File: src/design/lps_pkg.sv
// Shared types and constants for the line pixel stepper.
package lps_pkg;

    localparam int unsigned X_W        = 9;
    localparam int unsigned Y_W        = 8;
    localparam int unsigned COLOR_W    = 16;
    localparam int unsigned ADDR_W     = 32;
    localparam int unsigned DELTA_W    = 10;
    localparam int unsigned ERR_W      = 12;
    localparam int unsigned ROW_SHIFT  = 10;
    localparam int unsigned COL_SHIFT  = 1;
    localparam int unsigned LPS_QUEUE_DEPTH = 2;

    localparam logic MODE_LOAD    = 1'b0;
    localparam logic MODE_REQUEST = 1'b1;

    // One classified word handed from the front to the back.
    typedef struct packed {
        logic                      is_load;
        logic                      vertical;
        logic                      steep;
        logic [X_W-1:0]            major_pos;
        logic [X_W-1:0]            major_end;
        logic [X_W-1:0]            minor_pos;
        logic [X_W-1:0]            major_delta;
        logic signed [DELTA_W-1:0] minor_delta;
        logic [COLOR_W-1:0]        color;
    } t_cmd;

    typedef struct packed {
        logic full;
        logic empty;
    } t_q_status;

endpackage

File: src/design/lps_front.sv
// Front end: accepts input words and turns a load into major/minor line setup.
module lps_front
    import lps_pkg::*;
(
    input  logic               i_clk,
    input  logic               i_rst_n,
    input  logic               i_valid,
    output logic               o_ready,
    input  logic               i_mode,
    input  logic [X_W-1:0]     i_start_x,
    input  logic [Y_W-1:0]     i_start_y,
    input  logic [X_W-1:0]     i_end_x,
    input  logic [Y_W-1:0]     i_end_y,
    input  logic [COLOR_W-1:0] i_line_color,
    input  t_q_status          i_q_status,
    output logic               o_push,
    output t_cmd               o_cmd
);

    logic [DELTA_W-1:0] dx;
    logic [X_W-1:0]     adx;
    logic [Y_W:0]       dy;
    logic [Y_W-1:0]     ady;
    logic               steep;
    logic               vertical;
    logic [X_W-1:0]     a0, a1, b0, b1;
    logic               swap;
    logic [X_W-1:0]     y_hi, y_lo;
    logic               r_seen_reset;

    // Front keeps no line state; this flop only holds ready low in reset.
    always_ff @(posedge i_clk) begin
        if (!i_rst_n) begin
            r_seen_reset <= 1'b0;
        end else begin
            r_seen_reset <= 1'b1;
        end
    end

    assign o_ready = r_seen_reset && !i_q_status.full;
    assign o_push  = i_valid && o_ready;

    always_comb begin
        dx    = {1'b0, i_end_x} - {1'b0, i_start_x};
        adx   = dx[DELTA_W-1] ? X_W'(-dx) : dx[X_W-1:0];
        dy    = {1'b0, i_end_y} - {1'b0, i_start_y};
        ady   = dy[Y_W] ? Y_W'(-dy) : dy[Y_W-1:0];
        steep = {1'b0, ady} > adx;
        vertical = (i_start_x == i_end_x);

        if (steep) begin
            a0 = {1'b0, i_start_y};
            a1 = {1'b0, i_end_y};
            b0 = i_start_x;
            b1 = i_end_x;
        end else begin
            a0 = i_start_x;
            a1 = i_end_x;
            b0 = {1'b0, i_start_y};
            b1 = {1'b0, i_end_y};
        end
        swap = a1 < a0;

        if (i_start_y > i_end_y) begin
            y_hi = {1'b0, i_start_y};
            y_lo = {1'b0, i_end_y};
        end else begin
            y_hi = {1'b0, i_end_y};
            y_lo = {1'b0, i_start_y};
        end

        o_cmd.is_load = (i_mode == MODE_LOAD);
        o_cmd.color   = i_line_color;
        if (vertical) begin
            // vertical (or single point): walk y from the larger end down
            o_cmd.vertical    = 1'b1;
            o_cmd.steep       = 1'b0;
            o_cmd.major_pos   = y_hi;
            o_cmd.major_end   = y_lo;
            o_cmd.minor_pos   = i_start_x;
            o_cmd.major_delta = '0;
            o_cmd.minor_delta = '0;
        end else begin
            o_cmd.vertical    = 1'b0;
            o_cmd.steep       = steep;
            o_cmd.major_pos   = swap ? a1 : a0;
            o_cmd.major_end   = swap ? a0 : a1;
            o_cmd.minor_pos   = swap ? b1 : b0;
            o_cmd.major_delta = swap ? (a0 - a1) : (a1 - a0);
            o_cmd.minor_delta = swap ? ({1'b0, b0} - {1'b0, b1})
                                     : ({1'b0, b1} - {1'b0, b0});
        end
    end

endmodule

File: src/design/lps_queue.sv
// Short FIFO of classified words between the front and the back.
module lps_queue
    import lps_pkg::*;
#(
    parameter int unsigned DEPTH = LPS_QUEUE_DEPTH
) (
    input  logic      i_clk,
    input  logic      i_rst_n,
    input  logic      i_push,
    input  t_cmd      i_cmd,
    input  logic      i_pop,
    output logic      o_valid,
    output t_cmd      o_cmd,
    output t_q_status o_status
);

    localparam int unsigned PTR_W = (DEPTH > 1) ? $clog2(DEPTH) : 1;
    localparam int unsigned CNT_W = $clog2(DEPTH + 1);
    localparam logic [PTR_W-1:0] LAST_PTR = PTR_W'(DEPTH - 1);
    localparam logic [CNT_W-1:0] FULL_CNT = CNT_W'(DEPTH);

    t_cmd             r_slot [DEPTH];
    logic [PTR_W-1:0] r_wr_ptr, r_rd_ptr;
    logic [CNT_W-1:0] r_count;
    logic             do_pop;

    assign o_status.full  = (r_count == FULL_CNT);
    assign o_status.empty = (r_count == '0);
    assign o_valid        = !o_status.empty;
    assign o_cmd          = r_slot[r_rd_ptr];
    assign do_pop         = i_pop && o_valid;

    always_ff @(posedge i_clk) begin
        if (i_push) begin
            r_slot[r_wr_ptr] <= i_cmd;
        end
    end

    always_ff @(posedge i_clk) begin
        if (!i_rst_n) begin
            r_wr_ptr <= '0;
            r_rd_ptr <= '0;
            r_count  <= '0;
        end else begin
            if (i_push) begin
                r_wr_ptr <= (r_wr_ptr == LAST_PTR) ? '0 : r_wr_ptr + 1'b1;
            end
            if (do_pop) begin
                r_rd_ptr <= (r_rd_ptr == LAST_PTR) ? '0 : r_rd_ptr + 1'b1;
            end
            case ({i_push, do_pop})
                2'b10:   r_count <= r_count + 1'b1;
                2'b01:   r_count <= r_count - 1'b1;
                default: r_count <= r_count;
            endcase
        end
    end

endmodule

File: src/design/lps_back.sv
// Back end: holds the active line, steps the error term, drives the pixel register.
module lps_back
    import lps_pkg::*;
(
    input  logic               i_clk,
    input  logic               i_rst_n,
    input  logic               i_q_valid,
    input  t_cmd               i_cmd,
    output logic               o_pop,
    input  logic [ADDR_W-1:0]  i_base,
    output logic               o_valid,
    input  logic               i_ready,
    output logic [X_W-1:0]     o_pixel_x,
    output logic [Y_W-1:0]     o_pixel_y,
    output logic [ADDR_W-1:0]  o_pixel_address,
    output logic [COLOR_W-1:0] o_pixel_color,
    output logic               o_last_pixel
);

    logic                      r_active, n_active;
    logic                      r_steep, n_steep;
    logic                      r_vert, n_vert;
    logic [X_W-1:0]            r_major_pos, n_major_pos;
    logic [X_W-1:0]            r_major_end, n_major_end;
    logic [X_W-1:0]            r_minor_pos, n_minor_pos;
    logic [X_W-1:0]            r_major_delta, n_major_delta;
    logic signed [DELTA_W-1:0] r_minor_delta, n_minor_delta;
    logic signed [ERR_W-1:0]   r_err, n_err;
    logic [COLOR_W-1:0]        r_color, n_color;

    logic                      r_out_valid, n_out_valid;
    logic [X_W-1:0]            r_out_x;
    logic [Y_W-1:0]            r_out_y;
    logic [ADDR_W-1:0]         r_out_addr;
    logic [COLOR_W-1:0]        r_out_color;
    logic                      r_out_last;

    logic                      emit;
    logic [X_W-1:0]            px;
    logic [Y_W-1:0]            py;
    logic                      last;
    logic signed [ERR_W-1:0]   twice_minor, twice_major, err_sum;
    logic [ADDR_W-1:0]         pix_offset;

    // a request needs a free output slot; a load never waits
    assign o_pop = i_q_valid && (i_cmd.is_load || !r_out_valid || i_ready);
    assign emit  = o_pop && !i_cmd.is_load && r_active;

    always_comb begin
        px   = (r_vert || r_steep) ? r_minor_pos : r_major_pos;
        py   = (r_vert || r_steep) ? r_major_pos[Y_W-1:0] : r_minor_pos[Y_W-1:0];
        last = (r_major_pos == r_major_end);
        // row and column fields do not overlap, so one OR joins them
        pix_offset = (ADDR_W'(py) << ROW_SHIFT) | (ADDR_W'(px) << COL_SHIFT);

        twice_minor = {{(ERR_W-DELTA_W){r_minor_delta[DELTA_W-1]}}, r_minor_delta} <<< 1;
        twice_major = $signed({{(ERR_W-X_W){1'b0}}, r_major_delta}) <<< 1;
        err_sum     = r_err + twice_minor;

        n_active      = r_active;
        n_steep       = r_steep;
        n_vert        = r_vert;
        n_major_pos   = r_major_pos;
        n_major_end   = r_major_end;
        n_minor_pos   = r_minor_pos;
        n_major_delta = r_major_delta;
        n_minor_delta = r_minor_delta;
        n_err         = r_err;
        n_color       = r_color;

        if (o_pop && i_cmd.is_load) begin
            n_active      = 1'b1;
            n_steep       = i_cmd.steep;
            n_vert        = i_cmd.vertical;
            n_major_pos   = i_cmd.major_pos;
            n_major_end   = i_cmd.major_end;
            n_minor_pos   = i_cmd.minor_pos;
            n_major_delta = i_cmd.major_delta;
            n_minor_delta = i_cmd.minor_delta;
            n_err         = $signed({{(ERR_W-X_W){1'b0}}, i_cmd.major_delta});
            n_color       = i_cmd.color;
        end else if (emit) begin
            if (last) begin
                n_active = 1'b0;
            end else if (r_vert) begin
                n_major_pos = r_major_pos - 1'b1;
            end else begin
                n_major_pos = r_major_pos + 1'b1;
                if (err_sum >= twice_major) begin
                    n_err       = err_sum - twice_major;
                    n_minor_pos = r_minor_pos + 1'b1;
                end else if (err_sum < 0) begin
                    n_err       = err_sum + twice_major;
                    n_minor_pos = r_minor_pos - 1'b1;
                end else begin
                    n_err = err_sum;
                end
            end
        end

        n_out_valid = r_out_valid;
        if (r_out_valid && i_ready) begin
            n_out_valid = 1'b0;
        end
        if (emit) begin
            n_out_valid = 1'b1;
        end
    end

    always_ff @(posedge i_clk) begin
        if (!i_rst_n) begin
            r_active    <= 1'b0;
            r_out_valid <= 1'b0;
        end else begin
            r_active    <= n_active;
            r_out_valid <= n_out_valid;
        end
    end

    always_ff @(posedge i_clk) begin
        r_steep       <= n_steep;
        r_vert        <= n_vert;
        r_major_pos   <= n_major_pos;
        r_major_end   <= n_major_end;
        r_minor_pos   <= n_minor_pos;
        r_major_delta <= n_major_delta;
        r_minor_delta <= n_minor_delta;
        r_err         <= n_err;
        r_color       <= n_color;
        if (emit) begin
            r_out_x     <= px;
            r_out_y     <= py;
            r_out_addr  <= i_base + pix_offset;
            r_out_color <= r_color;
            r_out_last  <= last;
        end
    end

    assign o_valid         = r_out_valid;
    assign o_pixel_x       = r_out_x;
    assign o_pixel_y       = r_out_y;
    assign o_pixel_address = r_out_addr;
    assign o_pixel_color   = r_out_color;
    assign o_last_pixel    = r_out_last;

endmodule

File: src/design/line_pixel_stepper.sv
// Top level of the line pixel stepper: front end, word queue, stepping back end.
//
//  channel  | handshake                   | word
//  ---------+-----------------------------+-----------------------------------------
//  input    | i_valid / o_ready           | mode, start/end x and y, line color
//  output   | o_valid / i_ready           | pixel x, y, address, color, last flag
//  config   | i_cfg_valid / o_cfg_ready   | buffer base address
//
// One word per clock is accepted while the queue is not full and one pixel per
// clock is produced while i_ready is high, via a queue slot and the pixel register.
// Reset (synchronous, active low) empties the queue and drops any active line.
// A stalled output holds its pixel; requests then back up in the queue and
// o_ready falls once the queue is full. A load at the head of the queue drains
// even while the output is stalled.
module line_pixel_stepper
    import lps_pkg::*;
#(
    parameter int unsigned QUEUE_DEPTH = LPS_QUEUE_DEPTH
) (
    input  logic               i_clk,
    input  logic               i_rst_n,
    input  logic               i_valid,
    output logic               o_ready,
    input  logic               i_mode,
    input  logic [X_W-1:0]     i_start_x,
    input  logic [Y_W-1:0]     i_start_y,
    input  logic [X_W-1:0]     i_end_x,
    input  logic [Y_W-1:0]     i_end_y,
    input  logic [COLOR_W-1:0] i_line_color,
    output logic               o_valid,
    input  logic               i_ready,
    output logic [X_W-1:0]     o_pixel_x,
    output logic [Y_W-1:0]     o_pixel_y,
    output logic [ADDR_W-1:0]  o_pixel_address,
    output logic [COLOR_W-1:0] o_pixel_color,
    output logic               o_last_pixel,
    input  logic               i_cfg_valid,
    output logic               o_cfg_ready,
    input  logic [ADDR_W-1:0]  i_buffer_base
);

    logic [ADDR_W-1:0] r_base;
    t_q_status         q_status;
    t_cmd              push_cmd;
    t_cmd              q_cmd;
    logic              q_push;
    logic              q_valid;
    logic              q_pop;

    assign o_cfg_ready = 1'b1;

    always_ff @(posedge i_clk) begin
        if (!i_rst_n) begin
            r_base <= '0;
        end else if (i_cfg_valid) begin
            r_base <= i_buffer_base;
        end
    end

    lps_front u_front (
        .i_clk        (i_clk),
        .i_rst_n      (i_rst_n),
        .i_valid      (i_valid),
        .o_ready      (o_ready),
        .i_mode       (i_mode),
        .i_start_x    (i_start_x),
        .i_start_y    (i_start_y),
        .i_end_x      (i_end_x),
        .i_end_y      (i_end_y),
        .i_line_color (i_line_color),
        .i_q_status   (q_status),
        .o_push       (q_push),
        .o_cmd        (push_cmd)
    );

    lps_queue #(
        .DEPTH (QUEUE_DEPTH)
    ) u_queue (
        .i_clk    (i_clk),
        .i_rst_n  (i_rst_n),
        .i_push   (q_push),
        .i_cmd    (push_cmd),
        .i_pop    (q_pop),
        .o_valid  (q_valid),
        .o_cmd    (q_cmd),
        .o_status (q_status)
    );

    lps_back u_back (
        .i_clk           (i_clk),
        .i_rst_n         (i_rst_n),
        .i_q_valid       (q_valid),
        .i_cmd           (q_cmd),
        .o_pop           (q_pop),
        .i_base          (r_base),
        .o_valid         (o_valid),
        .i_ready         (i_ready),
        .o_pixel_x       (o_pixel_x),
        .o_pixel_y       (o_pixel_y),
        .o_pixel_address (o_pixel_address),
        .o_pixel_color   (o_pixel_color),
        .o_last_pixel    (o_last_pixel)
    );

    a_no_push_when_full: assert property (@(posedge i_clk) disable iff (!i_rst_n)
        q_status.full |-> !q_push)
        else $error("word pushed into a full queue");

    a_request_waits_for_slot: assert property (@(posedge i_clk) disable iff (!i_rst_n)
        (q_pop && !q_cmd.is_load) |-> (!o_valid || i_ready))
        else $error("request popped while pixel register held");

    a_pixel_from_pop: assert property (@(posedge i_clk) disable iff (!i_rst_n)
        $rose(o_valid) |-> $past(q_pop))
        else $error("pixel appeared without a queue pop");

    a_pop_needs_word: assert property (@(posedge i_clk) disable iff (!i_rst_n)
        q_pop |-> !q_status.empty)
        else $error("pop from an empty queue");

endmodule
File: config.mk
export PLATFORM = sky130hd
export DESIGN_NAME = line_pixel_stepper
export DESIGN_NICKNAME = d
export VERILOG_FILES = /design/src/design/lps_pkg.sv /design/src/design/lps_front.sv /design/src/design/lps_queue.sv /design/src/design/lps_back.sv /design/src/design/line_pixel_stepper.sv
export SDC_FILE = /design/constraint.sdc
export NUM_CORES = 1
export LEC_CHECK = 0
export BUFFER_PORTS_ARGS = -buffer_cell sky130_fd_sc_hd__buf_2
export CAP_MARGIN = 20
export CORE_ASPECT_RATIO = 1.4
export CORE_MARGIN = 2
export CORE_UTILIZATION = 40
export CTS_CLUSTER_SIZE = 12
export DETAILED_ROUTE_END_ITERATION = 10
export PLACE_DENSITY = 0.7
export SLEW_MARGIN = 20
export SYNTH_ARGS = -nofsm -noshare
export SYNTH_HDL_FRONTEND = slang
export SYNTH_SLANG_ARGS = --single-unit
File: constraint.sdc
create_clock -name i_clk -period 6.72 [get_ports i_clk]
set_input_delay 0.336 -clock i_clk [delete_from_list [all_inputs] [get_ports i_clk]]
set_output_delay 0.336 -clock i_clk [all_outputs]
set_load 0.005 [all_outputs]
==> metrics.cfg, run 1 <==
[finish]
final_common_cell=edfxtp_1
final_nets=2001
fin_cells=2366
mostFrequentLayoutCells=edfxtp_1, buf_2, inv_1, ha_1, nor2_1
n_antenna_cell=0
fillers=4006
final_core_util_pct=47.3
syn_to_final_growth_pct=16.9
drive_gt1_share_pct=19.5
final_cell_area_um2=20800

[place]
placed_area_um2=19600
place_inst=2290
dpl.hpwl_mm=31.7
port_buffers=155
gp_congestion=0.933
place_ws_ps=-18.3

[setup_path]
crit_path_max_incr_delay_ps=400
r2r_slack_ps=700
path_common_cell=a21oi_1
critPathLaunchType=primary input
r2r_start=u_back.r_minor_delta[0]
crit_path_max_fanout=28
cp_slowest_cell=fa_1
critPathArrivalTime_ps=6520
reg2reg_depth=28
crit_required_ps=7020
path_class=in2reg
cp-end-kind=register
worstReg2RegEnd=u_back.r_minor_pos[8]

[die]
io_pins=157
die_x_um=182
std_cell_rows=91
dieArea_um2=46100
die_h_um=253
start_util_pct=40.4
core_um2=43900

[clock_network]
cts.root.buffer_cell=clkbuf_16
clkTransAtPathRegs_ps=60
htreeDepth=1
cts_setup_buffers=0
cts_max_path_buffers=3
cts_tree=done
cts_num_sinks=312
cts_made_buffers=31
clk_latency_ps=580

[sta]
grt_setup_unrepaired=false
finalSetupViolCount=0
period_needed_ps=6220
slew_headroom_pct=31.0
finClkSkew_ps=21.2
fmax_mhz=161
hold_violations=0
worst_slew_pin_slew_ps=1030
period_share_pct=92.6
setup_slack_ps=498
slew_violations=0

[pwr]
power_mw=11.4
ir_drop_mv=0.293
p_leak_nw=8.46
power.density_nw_per_um2=549

[global_routing]
grt_pass1_vias=12600
grt-ovfl-total=0
met3_usage_pct=1.98
grt_pass1_wl_mm=66.3
grt_usage_pct=18.2
gr-usage-met1_pct=20.7
grt_max_degree=68
grt-busiest-layer=met2
antenna_found_initial=0
grtUsageMet2_pct=34.2

[run_status]
status=finished clean

[synthesis]
synth-seq-cells=312
synth_area_per_cell_um2=11.4
synth_area_um2=17800
postSynthCellCount=1560
synth_cell_types=69
synth-edff-count=269
synth_ff_type=edfxtp_1
synth_seq_area_share_pct=50.3
synth_nets=1778
ys_warn_count=0
synthArstFlopShare_pct=0

[routing]
vias=12500
ant_nets=0
wl_mm=42.4
drc_errors=0
drt_iter0_markers=674
via_per_inst=5.30
drt-wirelength-per-cell_um=17.9
first_pass_iters=6

[worst_hold_path]
whs_endpoint=r_base[14]
hp-class=in2reg
min-delay-start=i_buffer_base[14]
hold_path_depth=3

[job]
drv_cap=0

[stage by stage]
step	TNS [ps]	hold slack (ps)
2_1_floorplan	0	364
3_3_place_gp	-7.09	401
3_5_place_dp	-36.7	407
4_1_cts	0	4.70
5_1_grt	0	15.7
6_report	0	25.5
[cells in the mapped netlist, drive strengths merged, types with 4 or more instances]
cell type	number	area share (%)
nor3b	4	0.17
a31oi	14	0.53
or3	8	0.28
nand3	17	0.48
mux2i	103	5.8
o41ai	4	0.20
nand2	90	1.9
nand4	5	0.18
a311oi	5	0.25
a21o	25	1.1
o211ai	26	1.1
o31ai	4	0.17
nor3	17	0.48
a21oi	90	2.5
fa	11	1.2
nor4	4	0.14
dfxtp	43	4.8
o21bai	23	0.97
o21a	9	0.38
nor2	104	2.2
nand2b	18	0.63
buf	21	0.62
a21boi	5	0.21
mux2	71	4.5
o21ai	73	2.1
inv	123	2.6
and3	10	0.35
and2	11	0.39
xnor2	63	3.1
a221oi	6	0.30
nor2b	54	1.9
ha	119	8.4
xor2	37	1.8
clkbuf	34	0.72
edfxtp	269	45
a211oi	7	0.30
[state kept, by name, summed over array words and instances, names as in the netlist, 9 cells and up, named ones only]
register / flops
u_back.o_pixel_color: 16
u_back.r_color: 16
u_queue.r_slot: 130
u_back.r_major_delta: 9
r_base: 32
u_back.o_pixel_x: 9
u_back.o_pixel_address: 32
u_back.r_minor_pos: 9
u_back.r_minor_delta: 10
u_back.r_major_pos: 9
u_back.r_err: 12
u_back.r_major_end: 9
[critical path, delay by kind of cell]
family          cells  cell delay, ps
simple gates        6             540
compound gates     12            2390
fa+ha+maj           4            1170
xor+xnor            1             130
mux                 3             910
buf+inv             7            1000
[logic make-up (layout without fill, tap and decap cells)]
| logic type | after synthesis | in the layout | share of synthesized area (%) |
|---|---|---|---|
| flops | 312 | 312 | 50.3 |
| other cells | 1 | 1 | 0.0211 |
| xor+xnor | 100 | 100 | 4.93 |
| fa+ha+maj | 132 | 132 | 9.73 |
| buf+inv | 178 | 426 | 3.94 |
| simple gates | 345 | 345 | 9.25 |
| mux | 174 | 174 | 10.3 |
| compound gates | 318 | 318 | 11.5 |
[power breakdown]
| part | switching, mW | internal, mW | total [mW] |
|---|---|---|---|
| Clock | 0.701 | 0.936 | 1.64 |
| Sequential | 0.182 | 2.96 | 3.14 |
| Combinational | 3.86 | 2.77 | 6.63 |
| Total | 4.74 | 6.67 | 11.4 |
[layer usage]
metal	wire, um	part of all wire (%)
met3	1710	4.0
met4	1670	3.9
met2	22200	52
met5	0	0
met1	16800	40
[how the worst max path moves through the flow]
stage	start	endpoint	slack (ps)	cells after the start
after CTS	i_end_y[0]	u_queue.r_slot[1][34]	560	34
final	i_end_y[0]	u_queue.r_slot[0][48]	500	33
after detailed placement	i_end_y[0]	u_queue.r_slot[0][34]	-20	34
after floorplan	i_end_y[0]	u_queue.r_slot[0][54]	130	35
after global routing	i_end_y[0]	u_queue.r_slot[1][23]	1	34
after global placement	i_end_y[0]	u_queue.r_slot[1][34]	-4	34
[area by class of cell]
class                   count  area [um2]  share of cell area (%)
repair buffers            245        1530                    7.39
inverters                 123         463                    2.23
well taps                 558         698                    3.36
flip-flops and latches    312        8940                    43.1
clock buffers              54         932                    4.49
multi-input cells        1070        8170                    39.3
clock inverters             4        33.8                   0.163
[what timing repair did]
action | 4_1_cts | 5_1_grt
hold buffers | 18 | 0
endpoints found under the setup margin | 0 | 4
gates resized for setup | 0 | 1
endpoints found under the hold margin | 34 | 0
Note: power is estimated with default switching activity, not from simulation.
==> run 2: changes to the inputs <==
ABC_CLOCK_PERIOD_IN_PS = 6720   (was unset)
CORE_UTILIZATION = 54   (was 40)
PLACE_DENSITY = 0.87   (was 0.7)
==> run 2 against run 1 <==
Sequential share of layout area grew 0.39 points; critical path type unchanged; die area decreased by 25%; sequential power rose by 2%; via count up 1.2%.
==> metrics.cfg, run 2 (synthesis gave the netlist of run 1 again) <==
[run_status]
status=finished clean

[finish]
mostFrequentLayoutCells=edfxtp_1, buf_2, inv_1, ha_1
largest_reg_flops=130  ; unchanged
final_cell_area_um2=20600  ; -0.90%
top_register=u_queue.r_slot
final_nets=2005  ; +0.20%
syn_to_final_growth_pct=15.9
final_common_cell=edfxtp_1
drive_gt1_share_pct=19.6  ; +0.034 points

[place]
port_buffers=155  ; unchanged
placed_area_um2=19500  ; -0.61%
gp_congestion=1.00  ; +7.7%
dpl.hpwl_mm=30.8  ; -2.6%

[clock_network]
cts_made_buffers=30  ; -3.2%
clk_latency_ps=560  ; -20 ps
htreeDepth=1  ; unchanged
cts.root.buffer_cell=clkbuf_16
clkTransAtPathRegs_ps=70  ; about the same
cts_max_path_buffers=3  ; unchanged
cts_tree=done
cts_num_sinks=312  ; unchanged

[worst_hold_path]
hp-class=in2reg
hold_path_depth=2  ; -1
whs_endpoint=u_queue.r_slot[1][64]
min-delay-start=i_mode

[setup_path]
critPathLaunch=i_end_y[0]
r2r_start=u_back.r_err[1]
reg2reg_depth=28  ; unchanged
crit_path_max_fanout=27  ; -3.6%
crit_path_max_incr_delay_ps=400  ; about the same
r2r_slack_ps=690  ; about the same
critPathArrivalTime_ps=6300  ; -220 ps
crit_required_ps=6990  ; -30 ps
path_class=in2reg
cp_slowest_cell=fa_1
critPathLaunchType=primary input
worstReg2RegEnd=u_back.r_minor_pos[8]
cp-end-kind=register

[sta]
fmax_mhz=166  ; +3.1%
fin_setup_tns_ps=0  ; unchanged
finalSetupViolCount=0  ; unchanged
hold_violations=0  ; unchanged
slew_violations=0  ; unchanged
grt_setup_unrepaired=false
slew_headroom_pct=33.4  ; +2.3 points
worst_slew_pin_slew_ps=999  ; -35.1 ps
period_share_pct=89.8  ; -2.8 points
finClkSkew_ps=20.8  ; -0.353 ps
period_needed_ps=6030  ; -188 ps

[routing]
drt_iter0_markers=883  ; +31%
via_per_inst=5.64  ; +6.4%
wl_mm=41.3  ; -2.5%
drt-wirelength-per-cell_um=18.4  ; +2.4%
first_pass_iters=7  ; +1
vias=12700  ; +1.2%
ant_nets=0  ; unchanged
drc_errors=0  ; unchanged

[pwr]
p_leak_nw=8.43  ; -0.31%
power.density_nw_per_um2=550  ; +0.10%
ir_drop_mv=0.274  ; -6.4%

[global_routing]
grt_max_degree=68  ; unchanged
grt_usage_pct=23.8  ; +5.7 points
grt_pass1_wl_mm=64.8  ; -2.2%
grt_pass1_vias=12900  ; +2.6%
antenna_found_initial=1  ; +1
grt-ovfl-total=0  ; unchanged

[die]
start_util_pct=54.8  ; +14 points
die_x_um=157  ; -14%
core_um2=32400  ; -26%
io_pins=157  ; unchanged
dieArea_um2=34400  ; -25%
std_cell_rows=78  ; -14%
die_h_um=219  ; -14%

[job]
drv_cap=0  ; unchanged

## run 2: layout make-up
cell class	instances	area, um2
inverters	123	464
clock buffers	53	858
diodes	1	2.50
multi-input cells	1070	8190
well taps	440	551
fillers	2439	11800
flip-flops and latches	312	8940
clock inverters	2	23.8
repair buffers	250	1550
## run 2: through the flow
stage / power, mW / setup slack [ps] / utilization, % / std cells / hold WS [ps]
floorplan: 7.88 / 130 / - / 1560 / 364
global placement: 9.34 / 113 / 60.2 / 2177 / 401
detailed placement: 9.64 / -21.4 / 60.2 / 2177 / 405
CTS: 11.2 / 530 / 63.4 / 2248 / 20.3
global route: 12.1 / 74.4 / 63.5 / 2251 / 30.0
finish: 11.3 / 686 / 63.5 / 2251 / 32.0
## run 2: what timing repair did
action                                 in CTS  in global routing
endpoints found under the hold margin      32                  0
hold buffers                               16                  0
setup endpoints to repair                   0                 36
resized for setup                           0                  4
buffers inserted                            0                  2
## run 2: how the worst max path moves through the flow
stage / end / slack (ps)
after global routing: u_queue.r_slot[1][33] / 70
after detailed placement: u_queue.r_slot[1][32] / -20
final: u_queue.r_slot[1][48] / 690
after global placement: u_queue.r_slot[0][36] / 110
after floorplan: u_queue.r_slot[0][54] / 130
after CTS: u_queue.r_slot[0][32] / 530
## run 2: where the power goes
group | switching, mW | internal [mW]
registers | 0.238 | 2.96
clock network | 0.678 | 0.859
logic | 3.77 | 2.81
total | 4.68 | 6.63
## run 2: critical path, delay by kind of cell
kind,cells,cell delay [ps]
AO/OA/AOI/OAI,16,2660
XOR/XNOR,1,80
adder cells (fa/ha/maj),4,1150
buffers and inverters,9,1160
multiplexers,2,470
AND/OR/NAND/NOR,3,410
## run 2: per-layer routing
| layer | part of all wire, % | global-route usage [%] | vias to the layer above |
|---|---|---|---|
| met5 | 0 | 0 | - |
| met4 | 4.9 | 11.4 | 0 |
| met3 | 4.3 | 2.20 | 118 |
| met2 | 52 | 44.5 | 427 |
| met1 | 39 | 27.1 | 6068 |
| li1 | - | - | 6083 |
==> run 3: changes to the inputs <==
CORE_UTILIZATION = 28   (was 54)
PLACE_DENSITY = 0.56   (was 0.87)
==> run 3 against run 2 <==
Clock power rose by 21%; wire length increased by 13%; first-iteration DRC count fell by 39%; via count decreased by 2.3%; sequential power decreased by 2%; largest cell class unchanged; largest power group unchanged; highest routed layer unchanged.
==> metrics.cfg, run 3 (synthesis gave the netlist of run 1 again) <==
[routing]
via_per_inst=4.68  ; -17%
met2_length_mm=23.9  ; +11%
met3WireLength_mm=1.81  ; +1.5%
ant_nets=0  ; unchanged
drt-wirelength-per-cell_um=17.7  ; -3.6%
drc_errors=0  ; unchanged
drt_iter0_markers=539  ; -39%
vias=12400  ; -2.3%
wl_mm=46.9  ; +13%
top_layer_used=met4
wl_met1_mm=19.6  ; +22%
first_pass_iters=5  ; -2

[clock_network]
cts_max_path_buffers=3  ; unchanged
clkTransAtPathRegs_ps=60  ; about the same
cts_made_buffers=35  ; +17%
cts.root.buffer_cell=clkbuf_16
htreeDepth=2  ; +1
cts_tree=done
clk_latency_ps=540  ; -20 ps
cts_num_sinks=312  ; unchanged

[die]
die_h_um=302  ; +38%
start_util_pct=28.2  ; -27 points
die_x_um=217  ; +38%
std_cell_rows=109  ; +40%
io_pins=157  ; unchanged
core_um2=63000  ; +94%
dieArea_um2=65500  ; +91%

[finish]
final_common_cell=edfxtp_1
final_cell_area_um2=21300  ; +3.4%
syn_to_final_growth_pct=19.8
mostFrequentLayoutCells=edfxtp_1, buf_2, inv_1, ha_1
fillers=6396  ; +160%
drive_gt1_share_pct=20.5  ; +0.98 points
top_register=u_queue.r_slot
multi_input_comb_area_um2=8180  ; about the same
final_nets=2009  ; +0.20%
n_antenna_cell=0  ; -1
area.sequential_um2=8940  ; unchanged
largest_reg_flops=130  ; unchanged

[setup_path]
crit_path_max_incr_delay_ps=390  ; about the same
cp-end-kind=register
critPathLaunchType=primary input
crit_path_max_fanout=7  ; -74%
crit_required_ps=6940  ; -50 ps
cp_slowest_cell=fa_1
path_class=in2reg
critPathArrivalTime_ps=6490  ; +190 ps

[run_status]
status=finished clean

[sta]
fin_setup_tns_ps=0  ; unchanged
finClkSkew_ps=33.8  ; +12.9 ps
slew_headroom_pct=27.8  ; -5.5 points
hold_slack_ps=42.0  ; +9.97 ps
slew_violations=0  ; unchanged
period_share_pct=93.3  ; +3.5 points
hold_violations=0  ; unchanged
setup_slack_ps=453  ; -234 ps
fmax_mhz=160  ; -3.7%
worst_slew_pin_slew_ps=1080  ; +83.2 ps
finalSetupViolCount=0  ; unchanged
period_needed_ps=6270  ; +234 ps

[global_routing]
grt_pass1_wl_mm=72.0  ; +11%
grt_usage_pct=14.1  ; -9.7 points
antenna_found_initial=0  ; -1
grt_max_degree=72  ; +5.9%
grt_pass1_vias=12700  ; -1.5%
grt-ovfl-total=0  ; unchanged

[pwr]
power_mw=11.7  ; +3.0%
power.density_nw_per_um2=548  ; -0.38%
ir_drop_mv=0.236  ; -14%
p_leak_nw=8.56  ; +1.6%

[place]
gp_congestion=0.895  ; -11%
placed_area_um2=20000  ; +2.5%
dpl.hpwl_mm=34.9  ; +13%
port_buffers=155  ; unchanged
place_ws_ps=-292  ; -271 ps

[worst_hold_path]
hp-class=in2reg

[job]
drv_cap=0  ; unchanged

-- run 3: cell types whose count changed in the layout (fill, tap and decap cells not counted), moves of 2 or more --
cell,delta
clkbuf_1,-14
clkinv_2,+10
clkbuf_16,+5
clkbuf_8,+3
a21oi_2,+2
a221oi_1,+2
a221oi_2,-2
buf_4,-2
bufinv_16,+2
clkinv_1,+2
-- run 3: area by class of cell --
type | count | area share (%)
Tap cell | 832 | 4.89
Multi-Input combinational cell | 1070 | 38.4
Clock inverter | 15 | 0.646
Sequential cell | 312 | 42.0
Clock buffer | 47 | 4.57
Inverter | 123 | 2.17
Timing Repair Buffer | 249 | 7.31
-- run 3: metal layers --
| layer | global-route usage (%) | up-vias |
|---|---|---|
| met5 | 0 | - |
| met4 | 5.50 | 0 |
| met3 | 1.66 | 84 |
| met2 | 25.8 | 310 |
| met1 | 16.9 | 5895 |
| li1 | - | 6115 |
-- run 3: worst paths after layout --
kind | to | start | cells past startpoint | slack [ps]
max | u_queue.r_slot[0][33] | i_end_y[0] | 35 | 450
min | u_queue.r_slot[0][13] | i_line_color[13] | 1 | 40
max reg2reg | u_back.r_minor_pos[8] | u_back.r_err[1] | 28 | 710
min reg2reg | u_back.o_pixel_color[4] | u_back.r_color[4] | 0 | 420
-- run 3: report_power, final --
group          total [mW]  switching, mW  internal [mW]  leakage [nW]
logic                6.65           3.81           2.84          5.20
clock network        1.87          0.772           1.10         0.553
registers            3.15          0.186           2.96          2.82
-- run 3: per-stage QoR --
step / std cells / util (%)
2_1_floorplan: 1560 / -
3_3_place_gp: 2568 / 31.7
3_5_place_dp: 2568 / 31.7
4_1_cts: 2645 / 33.7
5_1_grt: 2648 / 33.8
6_report: 2648 / 33.8
-- run 3: worst max-delay path, delay by kind of cell --
kind | cells | cell delay [ps]
adders and majority gates | 4 | 1170
xor gates and xnor gates | 1 | 90
muxes | 2 | 270
and+or+nand+nor | 4 | 550
buffers and inverters | 8 | 930
AOI/OAI and AO/OA | 16 | 3130
-- run 3: timing repair --
item	CTS	global route
hold buffers	15	0
gates resized for setup	0	3
setup endpoints to repair	0	50
buffers inserted	0	2
hold endpoints to repair	29	0
